File: config.mk
export PLATFORM = sky130hd
export DESIGN_NAME = wffs_csr
export DESIGN_NICKNAME = d
export VERILOG_FILES = /design/src/rtl/wffs_pkg.sv /design/src/rtl/wffs_csr.sv
export SDC_FILE = /design/constraint.sdc
export NUM_CORES = 1
export LEC_CHECK = 0
export BUFFER_PORTS_ARGS = -buffer_cell sky130_fd_sc_hd__buf_4
export CORE_MARGIN = 5
export CORE_UTILIZATION = 47
export CTS_BUF_LIST = sky130_fd_sc_hd__clkbuf_8
export CTS_CLUSTER_SIZE = 24
export DETAILED_ROUTE_END_ITERATION = 6
export GPL_TIMING_DRIVEN = 0
export PLACE_DENSITY = 0.93
export RECOVER_POWER = 25
export SYNTH_ARGS = -nofsm -noshare
export SYNTH_HDL_FRONTEND = slang
export SYNTH_SLANG_ARGS = --single-unit
export TNS_END_PERCENT = 100
File: constraint.sdc
create_clock -name clock -period 2.6 [get_ports clock]
set_input_delay 0.26 -clock clock [delete_from_list [all_inputs] [get_ports clock]]
set_output_delay 0.26 -clock clock [all_outputs]
set_load 0.05 [all_outputs]
File: src/rtl/wffs_pkg.sv
// ----------------------------------------------------------------------------
// wffs_pkg: shared types and codes of the window flood fill segmenter
// Command kinds, sequencer states, register indexes and image limits.
// ----------------------------------------------------------------------------
package wffs_pkg;

   // image and window limits; the 8-bit coordinate ports fix the image ones
   localparam int MAX_WIDTH  = 256;
   localparam int MAX_HEIGHT = 256;
   localparam int MAX_WINDOW = 15;

   typedef enum logic [1:0] {
      KIND_WRITE = 2'd0,
      KIND_CLEAR = 2'd1,
      KIND_FILL  = 2'd2,
      KIND_READ  = 2'd3
   } kind_type;

   typedef enum logic [3:0] {
      ST_IDLE,
      ST_CLEAR,
      ST_SEED_RD,
      ST_SEED_CHK,
      ST_POP,
      ST_POP_WAIT,
      ST_SCAN,
      ST_SCAN_WAIT,
      ST_SCAN_CHK,
      ST_READ_WAIT,
      ST_READ_CHK,
      ST_DONE
   } state_type;

   localparam logic [1:0] REG_WIDTH  = 2'd0;
   localparam logic [1:0] REG_HEIGHT = 2'd1;
   localparam logic [1:0] REG_WINDOW = 2'd2;
   localparam logic [1:0] REG_COLOR  = 2'd3;

   localparam int MARK_W  = 17;
   localparam int COUNT_W = 17;

   typedef struct packed {
      logic [8:0] image_width;
      logic [8:0] image_height;
      logic [3:0] window_size;
      logic [7:0] valid_color;
   } cfg_type;

endpackage

File: src/rtl/wffs_csr.sv
// ----------------------------------------------------------------------------
// wffs_csr: configuration registers
// APB-style register file for width, height, window and valid color.
// ----------------------------------------------------------------------------
module wffs_csr (
   input  logic                 clock,
   input  logic                 reset,
   input  logic                 psel,
   input  logic                 penable,
   input  logic                 pwrite,
   input  logic [3:0]           paddr,
   input  logic [31:0]          pwdata,
   output logic [31:0]          prdata,
   output logic                 pready,
   output wffs_pkg::cfg_type    cfg
);
   wffs_pkg::cfg_type cfg_ff;
   logic              wr;

   assign pready = 1'b1;
   assign wr     = psel && penable && pwrite;
   assign cfg    = cfg_ff;

   always_ff @(posedge clock) begin
      if (reset) begin
         cfg_ff.image_width  <= 9'd256;
         cfg_ff.image_height <= 9'd256;
         cfg_ff.window_size  <= 4'd3;
         cfg_ff.valid_color  <= 8'd0;
      end else if (wr) begin
         case (paddr[3:2])
            wffs_pkg::REG_WIDTH:  cfg_ff.image_width  <= pwdata[8:0];
            wffs_pkg::REG_HEIGHT: cfg_ff.image_height <= pwdata[8:0];
            wffs_pkg::REG_WINDOW: cfg_ff.window_size  <= pwdata[3:0];
            wffs_pkg::REG_COLOR:  cfg_ff.valid_color  <= pwdata[7:0];
            default: ;
         endcase
      end
   end

   always_comb begin
      prdata = 32'd0;
      case (paddr[3:2])
         wffs_pkg::REG_WIDTH:  prdata = {23'd0, cfg_ff.image_width};
         wffs_pkg::REG_HEIGHT: prdata = {23'd0, cfg_ff.image_height};
         wffs_pkg::REG_WINDOW: prdata = {28'd0, cfg_ff.window_size};
         wffs_pkg::REG_COLOR:  prdata = {24'd0, cfg_ff.valid_color};
         default: prdata = 32'd0;
      endcase
   end
endmodule

* After elaboration in Yosys (flattened, before gate mapping)
Cells that the tools add are included.
** Storage, ports and cells
- Memories :: 0
- Word-level logic and storage cells :: 15
- Memory bits (writable) :: 0
- Memory bits (read-only) :: 0
- Bits of input ports :: 41
- Output and inout port bits :: 63
- Latch bits :: 0
- Register bits after elaboration :: 30
** Cells by class
- Shifts and indexed selects :: 0
- Multiply operators :: 0
- Equality and inequality tests :: 3
- Divide/modulo/power cells :: 0
- Reduce and logical (&&, ||, !) cells :: 7
- $add $sub $neg :: 0
- Order comparisons :: 0
- Multiplexer cells :: 1
- Bitwise logic cells :: 0
** Operators by type and width (number)
- 32-bit one-hot mux with 4 select lines :: 1
- 2-bit AND reduction :: 4
- 2-bit equality test (second input constant) :: 2
- 2-bit by 1-bit equality test with 1-bit output (second input constant) :: 1
- 1-bit logical AND :: 2
- 2-bit zero test :: 1

* Depth between registers and ports, before layout
Gate-level depths: netlist of the first run.
- Depth after elaboration :: 3
- Mapped depth :: 5
- Gate-level depth less buffers :: 3

* Worst setup path before layout of the first run
No wires, ideal clock.
- Path type :: reg-to-output
- Start :: reg cfg_ff, in the netlist cfg[16]
- End :: out prdata[4]
- Cell stages (with the launch flop) :: 3
- Path buffers :: 0
- Data arrival time :: 1871 ps
- Slack :: 469 ps
- Data required time :: 2340 ps
- Cell sequence :: dfxtp_1 mux2i_1 o21ai_0
** On the way
- Longest elaborated chain between the ends :: 1
** RTL lines
- from (decl) :: line wffs_csr.sv:17 : wffs_pkg::cfg_type cfg_ff;
- 32-bit one-hot mux with 4 select lines :: line wffs_csr.sv:43 : case (paddr[3:2])
- to (decl) :: line wffs_csr.sv:13 : output logic [31:0] prdata,
No other way between the ends. The select of a mux whose other input is x is not followed.

* Worst setup path after layout of the first run
- Start :: in paddr[2]
- End :: out prdata[1]
** On the way
- Longest elaborated chain between the ends :: 2
- Elaborated cells between the ends (all ways) :: 5
- Those cells by class :: eq/ne (3); mux (1); reduce/logical (1)
** RTL lines
- from (decl) :: line wffs_csr.sv:11 : input logic [3:0] paddr,
- 2-bit equality test, or another cell as far along :: line wffs_csr.sv:43
- 32-bit one-hot mux with 4 select lines * :: line wffs_csr.sv:43
Every way passes the cells marked *; elsewhere a longest branch is shown, timed or not. The select of a mux whose other input is x is not followed.

==> results summary, run 1 <==
Dividing the synthesized area by the synthesized cell count gives 9.542 sq um. Pin placement for this block handled 104 I/O pins. The area of the placeable core came out at between 0.003 and 0.004 sq mm.

The synthesized netlist occupies a cell area of around 0.0017 sq mm. The time the final worst path needs with I/O delays and setup is 2.045 ns. The die boundary height is about 69 microns. For this run, design rule violations remaining after detail routing come to 0.

The floorplan step defined a die boundary enclosing a little under 0.005 sq mm. The ratio of final minimum period to clock period came out at 78.67%. The global-route wire length before repair is 6.782 mm.

The synthesis-stage register bit count came out at 30. The number of pins exceeding their max-slew limit in the final report came out at 0. The worst setup path is launched from a primary input.

The cell with the biggest individual delay on the critical path is sky130_fd_sc_hd__clkbuf_1. The total of fill cells in the finished design is between 200 and 300. The critical setup path kind is in2out. For this design the ratio of total power to cell area is 480.1 mW/mm^2.

The number of hold buffers added after cts came out at 0. The routed length per instance is roughly 14 microns. The global placer's final weighted congestion is approximately 0.75. The number of CTS-inserted buffers is 5. At the end of the flow, the number of nets in the layout was 298. The number of standard cells in the final layout excluding fillers is roughly 300. The first detailed-routing pass took 4 iterations. The count of distinct cell types in the synthesized netlist is 21. The total routing resource utilization after global routing is ~17%. The number of cells after detailed placement came out at roughly 300. Summing all non-filler instances in the final layout gives an area of 0.002266 sq mm. Across all layers, the routed design uses approximately 1.4k vias. After synthesis, flip-flops and latches occupy 36.17% of the total area.

The worst hold slack came out at ~0.25 ns. The worst-case clock buffer depth came out at 2. The number of antenna violations at the first check in global routing was 0. In this run, post-CTS repair resized a total of 0 instances.

The count of input and output buffers is 54. The highest ir drop seen on vdd came out at 0.0003708 V. The run finished with clean final reports.

The data required time at the worst endpoint came out at 2.34 ns. The type of the tightest min-delay check is in2reg. TritonCTS built the clock tree.

Setup repair after global routing left no endpoint under its margin. For this configuration, the core starts out at a cell density of around half. The number of hold violations in the final report is 0. The post-route setup TNS came out at 0 ns. The largest fanout on the critical path is 10. The via count of the first global-routing pass is around 1.4k. The relative slew slack came out at between 30% and 40%. By area the synthesized netlist is led by sky130_fd_sc_hd__dfxtp_1 (36%), sky130_fd_sc_hd__mux2i_1 (16%), sky130_fd_sc_hd__buf_4 (11%).

The data arrival time at the worst-slack endpoint came out at around 1.8 ns. Traced cell by cell, the critical path runs through clkbuf_4 > clkbuf_1 > buf_2 > mux4_2 > buf_4. The number of maximum-capacitance violations came out at 0.

The clock-pin slew on the worst setup and hold paths is roughly 0.06 ns. The footprint of the multi-input gates came out at between 800 and 900 sq um. The yosys synthesis warning count is 0.

The number of standard cells after synthesis is 174. The leakage power of the design came out at 1.108 nW. Entering global routing, the biggest net connects 11 pins. The average vias per placed instance is between 4 and 5. The post-placement cell area came out at 0.002206 sq mm.

The signed area change from the synthesized netlist to the final layout is 36.47%. The number of sinks handled by clock tree synthesis came out at 30. The site row count came out at 21. Timing would allow up to 0.4889 GHz. The violation count after the first detailed-routing iteration came out at 15. The worst stage delay on the critical path came out at ~0.45 ns.

The capturing element type of the critical path is a primary output. The largest total area in the synthesized netlist belongs to sky130_fd_sc_hd__dfxtp_1. The aggregate routed wire length is around 4.1 mm. The root buffer cell chosen for the clock tree is sky130_fd_sc_hd__clkbuf_8. The buffer count from post-CTS setup fixing came out at 0. The floorplan step set the die width to between 60 and 70 microns. The fraction of final layout cells with drive strength greater than 1 is a little over a third.

The number of antenna diodes is 0. The transition time of the tightest slew-check pin is 1.027 ns. The share of synthesized area in the top cell type comes to 36.17%. For the worst-skew pair, the clock arrives at the later sink with an insertion delay of between 0.2 and 0.3 ns. The count of endpoints failing setup in the final report is 0. The sum of overflow across all layers after global routing came out at 0.

The H-tree generated during clock tree synthesis spans 2 levels. The detail route stage leaves a number of antenna-violating nets equal to 0. The number of flip-flops in the largest register came out at 30. The area used by sequential logic in the layout came out at between 600 and 700 sq um. The overall power of the completed layout is approximately 1.1 mW. The worst setup skew after layout is 0 ns. The half-perimeter wire length after detailed placement is just over 3 mm.
final timing paths:
path | start | endpoint | slack, ns | cells past startpoint
max | paddr[2] | prdata[1] | 0.55 | 5
min | pwdata[8] | cfg[20]$_SDFFE_PP1P_ | 0.25 | 3
max reg2reg | cfg[5]$_SDFFE_PP0P_ | cfg[5]$_SDFFE_PP0P_ | 1.82 | 3
min reg2reg | cfg[13]$_SDFFE_PP0P_ | cfg[13]$_SDFFE_PP0P_ | 0.49 | 2
worst max-delay path, delay by kind of cell:
kind | cells | cell delay (ns)
muxes | 1 | 0.36
buffers and inverters | 4 | 1.16
cells in the final DEF (no fill, tap or decap), drive strengths merged, types with 2 or more instances in the layout:
cell	synthesis	layout
buf	29	78
clkbuf	7	18
conb	2	24
dfxtp	30	30
mux2i	27	27
mux4	4	4
nand2b	26	26
nand3	5	5
nor2	8	8
nor2b	8	8
nor3b	2	2
o21ai	20	20
or3b	2	2
report_power, final:
| part | switching [mW] | internal (mW) | leakage [nW] |
|---|---|---|---|
| Combinational | 0.164 | 0.0781 | 0.813 |
| Sequential | 0.00478 | 0.466 | 0.242 |
| Clock | 0.166 | 0.209 | 0.0524 |
logic make-up after synthesis:
logic type | Yosys count | synth area share (%)
AO/OA/AOI/OAI | 20 | 6.029
buffers and inverters | 36 | 14.92
flip-flops | 30 | 36.17
multiplexers | 31 | 21.70
other | 2 | 0.4523
AND/OR/NAND/NOR | 55 | 20.72
routing by layer:
metal	up-vias	share of wire (%)	GRT usage, %
met4	0	1.5	5.423
met1	679	44	20.32
li1	707	-	-
met5	-	0	0
met3	8	7.0	6.377
met2	49	48	28.81
cells in the mapped netlist:
cell type,number
sky130_fd_sc_hd__dfxtp_1,30
sky130_fd_sc_hd__mux2i_1,27
sky130_fd_sc_hd__nand2b_1,26
sky130_fd_sc_hd__buf_4,25
sky130_fd_sc_hd__o21ai_0,20
sky130_fd_sc_hd__nor2_1,8
sky130_fd_sc_hd__nor2b_1,8
sky130_fd_sc_hd__clkbuf_1,6
sky130_fd_sc_hd__mux4_2,4
sky130_fd_sc_hd__nand3_1,4
sky130_fd_sc_hd__buf_2,2
sky130_fd_sc_hd__buf_6,2
sky130_fd_sc_hd__conb_1,2
sky130_fd_sc_hd__nor3b_2,2
sky130_fd_sc_hd__or3b_1,2
sky130_fd_sc_hd__clkbuf_2,1
sky130_fd_sc_hd__nand2_2,1
sky130_fd_sc_hd__nand3_2,1
sky130_fd_sc_hd__nor3_2,1
sky130_fd_sc_hd__or2_0,1
sky130_fd_sc_hd__or3_1,1
per-stage QoR:
stage | util, % | setup WS (ns)
2_1_floorplan | - | 0.4689
3_3_place_gp | 65.08 | 0.9472
3_5_place_dp | 65.08 | 0.9502
4_1_cts | 67.77 | 0.9499
5_1_grt | 66.85 | 0.5312
6_report | 66.85 | 0.5546
area by class of cell:
class | instances | area share [%]
timing repair buffer | 54 | 17.73
clock buffer | 6 | 3.644
clock inverter | 2 | 0.3865
buffer | 36 | 10.38
tap | 46 | 2.540
multi-input combinational | 130 | 38.82
sequential | 30 | 26.50
Power figures use the tool's default switching activity.
==> inputs of run 2 (changes only) <==
Settings changed: CORE_UTILIZATION 47 to 40, PLACE_DENSITY 0.93 to 0.85.
Clock period 2.6 ns to 1.8 ns, I/O delays scaled along.
==> results summary, run 2 (same netlist as run 1, synthesis figures left out) <==
The flow ran to the end, and the final reports show no timing, DRC or antenna violations. The number of sinks handled by clock tree synthesis came out at 30 (unchanged). The highest ir drop seen on vdd came out at 0.0005431 V (+46%). The number of design rule violations left after detail routing is 0 (unchanged). The count of endpoints failing setup in the final report came to 0 (unchanged). The initial core utilization came out at 41.51% (-7.5 points). The final net count came out at 298 (unchanged).

The area of the placeable core was 0.004000 sq mm (+18%). The sum of overflow across all layers after global routing came out at 0 (unchanged). The number of CTS-inserted buffers came out at 5 (unchanged). The number of pins exceeding their max-slew limit in the final report is 0 (unchanged). The via count of the first global-routing pass is 1379 (-1.4%). The achievable frequency is 0.6661 GHz. The signed area change from the synthesized netlist to the final layout came out at 37.38%. The data arrival time at the worst-slack endpoint came out at 1.32 ns (-0.47 ns). The worst-case clock buffer depth came out at 2 (unchanged). The total power density per cell area is 692.7 mW/mm^2 (+44%). The violation count after the first detailed-routing iteration came to 44 (+29).

The post-cts sizing count is 0 (unchanged). The overall power of the completed layout was 1.580 mW (+45%). The met1 capacity usage during global routing came out at 18.91% (-1.4 points). The clock-pin slew on the worst setup and hold paths came out at 0.06 ns (about the same). The path with the worst hold slack has its endpoint at cfg[8]$_SDFFE_PP1P_. The die outline width came out at 74.43 microns (+7.2%). The type of the tightest min-delay check is in2reg. The launch instance of the worst register-to-register path is cfg[0]$_SDFFE_PP0P_. The maximum level of the CTS H-tree was 2 (unchanged). The worst setup path is captured at a primary output. The most frequent standard cell in the layout excluding fill and tap cells is sky130_fd_sc_hd__buf_4. The fraction of final layout cells with drive strength greater than 1 came out at 36.82% (+0.78 points). The global placer's final weighted congestion came to 0.7736 (+2.8%).

The met3 demand-to-capacity share in global routing came out at 4.865% (-1.5 points). The worst-case register-to-register setup slack was 1.02 ns (-0.80 ns). The area of the die is 0.005539 sq mm (+15%). The leakage power of the design is 1.116 nW (+0.78%). The site row count is 23 (+9.5%). The die boundary height came out at 74.43 microns (+7.2%). The time the final worst path needs with I/O delays and setup came out at roughly 1.5 ns.

The count of input and output buffers is 54 (unchanged). Traced cell by cell, the critical path runs through clkbuf_4 > buf_4 > buf_2 > mux4_2 > buf_4. The worst setup path is launched from a primary input. The largest fanout on the critical path was 10 (unchanged). The number of flip-flops in the largest register is 30 (unchanged). The number of maximum-capacitance violations was 0 (unchanged). The maximum number of pins on one net before global-route repair came to 11 (unchanged).

The total number of vias came out at 1411 (-2.2%). The post-detailed-route count of antenna-violating nets came out at 0 (unchanged). The instance count along the most critical hold path is 3 (unchanged). The number of antenna violations at the first check in global routing is 0 (unchanged).

The total of fill cells in the finished design came out at 368 (+27%). The latest clock arrival within the worst-skew pair was 0.28 ns (about the same). The worst stage delay on the critical path is 0.36 ns (-0.09 ns). In the layout the commonest cells are sky130_fd_sc_hd__buf_4 (77), sky130_fd_sc_hd__dfxtp_1 (30), sky130_fd_sc_hd__mux2i_1 (27), sky130_fd_sc_hd__nand2b_1 (26), sky130_fd_sc_hd__conb_1 (24).

The relative slew slack is 60.12% (+29 points). met2 is the most crowded layer. The transition time of the tightest slew-check pin is 0.5955 ns (-0.4313 ns). The number of antenna diodes came out at 0 (unchanged). The post-route setup TNS is 0 ns (unchanged). The worst setup skew after layout came out at 0 ns (unchanged). The aggregate routed wire length is 4.162 mm (+0.65%).

The slowest stage of the critical path belongs to the cell sky130_fd_sc_hd__mux4_2. The data required time at the worst endpoint came out at 1.62 ns (-0.72 ns). The ratio of final minimum period to clock period is between 80% and 90%.

The average vias per placed instance is 4.581 (-3.5%). TritonCTS built the clock tree. Setup repair after global routing left no endpoint under its margin. The total routing resource utilization after global routing is 15.68% (-1.5 points). The number of placed I/O pins is 104 (unchanged). The number of hold violations in the final report was 0 (unchanged). The half-perimeter wire length after detailed placement is 3.155 mm (+3.4%). Among the stages of the critical path, the cell type that occurs most often is sky130_fd_sc_hd__buf_4. The number of hold buffers added after cts came to 0 (unchanged). The critical path in this run is classified as in2out. The routed length per instance is 13.51 microns (-0.65%). The met2 routing resource usage after global routing came out at 25.95% (-2.9 points). The global-route wire length before repair is 6.610 mm (-2.5%). The number of cells on the worst reg-to-reg path came out at 3 (unchanged). The number of search-and-repair iterations in the first detailed-routing pass came to 4 (unchanged). Clock tree synthesis selected as its root buffer the cell sky130_fd_sc_hd__clkbuf_8. The worst hold slack came to 0.1694 ns (-0.08305 ns). The utilization after layout came out at 57.02% (-9.8 points). The worst register-to-register path ends at cfg[0]$_SDFFE_PP0P_. The worst hold path begins at pwdata[0]. The buffer count from post-CTS setup fixing is 0 (unchanged).
-- run 2: cell count changes in the layout (fill, tap and decap cells not counted), sizes merged --
| cell | before | now |
|---|---|---|
| clkbuf | 18 | 16 |
| buf | 78 | 80 |
-- run 2: stage by stage --
step | setup slack [ns] | std cells | instance area, sq um
6_report | 0.2986 | 308 | 2281
5_1_grt | 0.2411 | 308 | 2281
4_1_cts | 0.2891 | 308 | 2302
3_5_place_dp | 0.2895 | 300 | 2211
3_3_place_gp | 0.3238 | 300 | 2211
2_1_floorplan | 0.1185 | 196 | 1743
-- run 2: critical path: cells and delay by family --
kind | cells | cell delay (ns)
buffers and inverters | 4 | 0.78
muxes | 1 | 0.36
-- run 2: worst max path at each step --
stage	startpoint	end	slack [ns]	cells past startpoint
finish	paddr[2]	prdata[1]	0.30	5
detailed placement	paddr[2]	prdata[1]	0.29	5
global route	paddr[2]	prdata[1]	0.24	5
CTS	paddr[2]	prdata[1]	0.29	5
global placement	paddr[2]	prdata[0]	0.32	5
floorplan	cfg[16]$_SDFFE_PP0P_	prdata[4]	0.12	2
-- run 2: area by class of cell --
type,count,area (sq um),area share (%)
Timing Repair Buffer,54,405.4,17.77
Clock buffer,6,82.58,3.620
Buffer,36,239.0,10.48
Tap cell,50,62.56,2.743
Sequential cell,30,600.6,26.33
Clock inverter,2,8.758,0.3840
Multi-Input combinational cell,130,882.1,38.67
-- run 2: per-layer routing --
metal,wire length [microns],part of all wire (%),up-vias
met4,53,1.3,0
met2,1997,48,49
met3,355,8.5,5
met1,1755,42,652
met5,0,0,-
li1,-,-,705
-- run 2: where the power goes --
part	total [mW]	internal [mW]	switching [mW]
clock network	0.551	0.302	0.249
logic	0.350	0.114	0.236
registers	0.680	0.673	0.00704
total	1.58	1.09	0.491
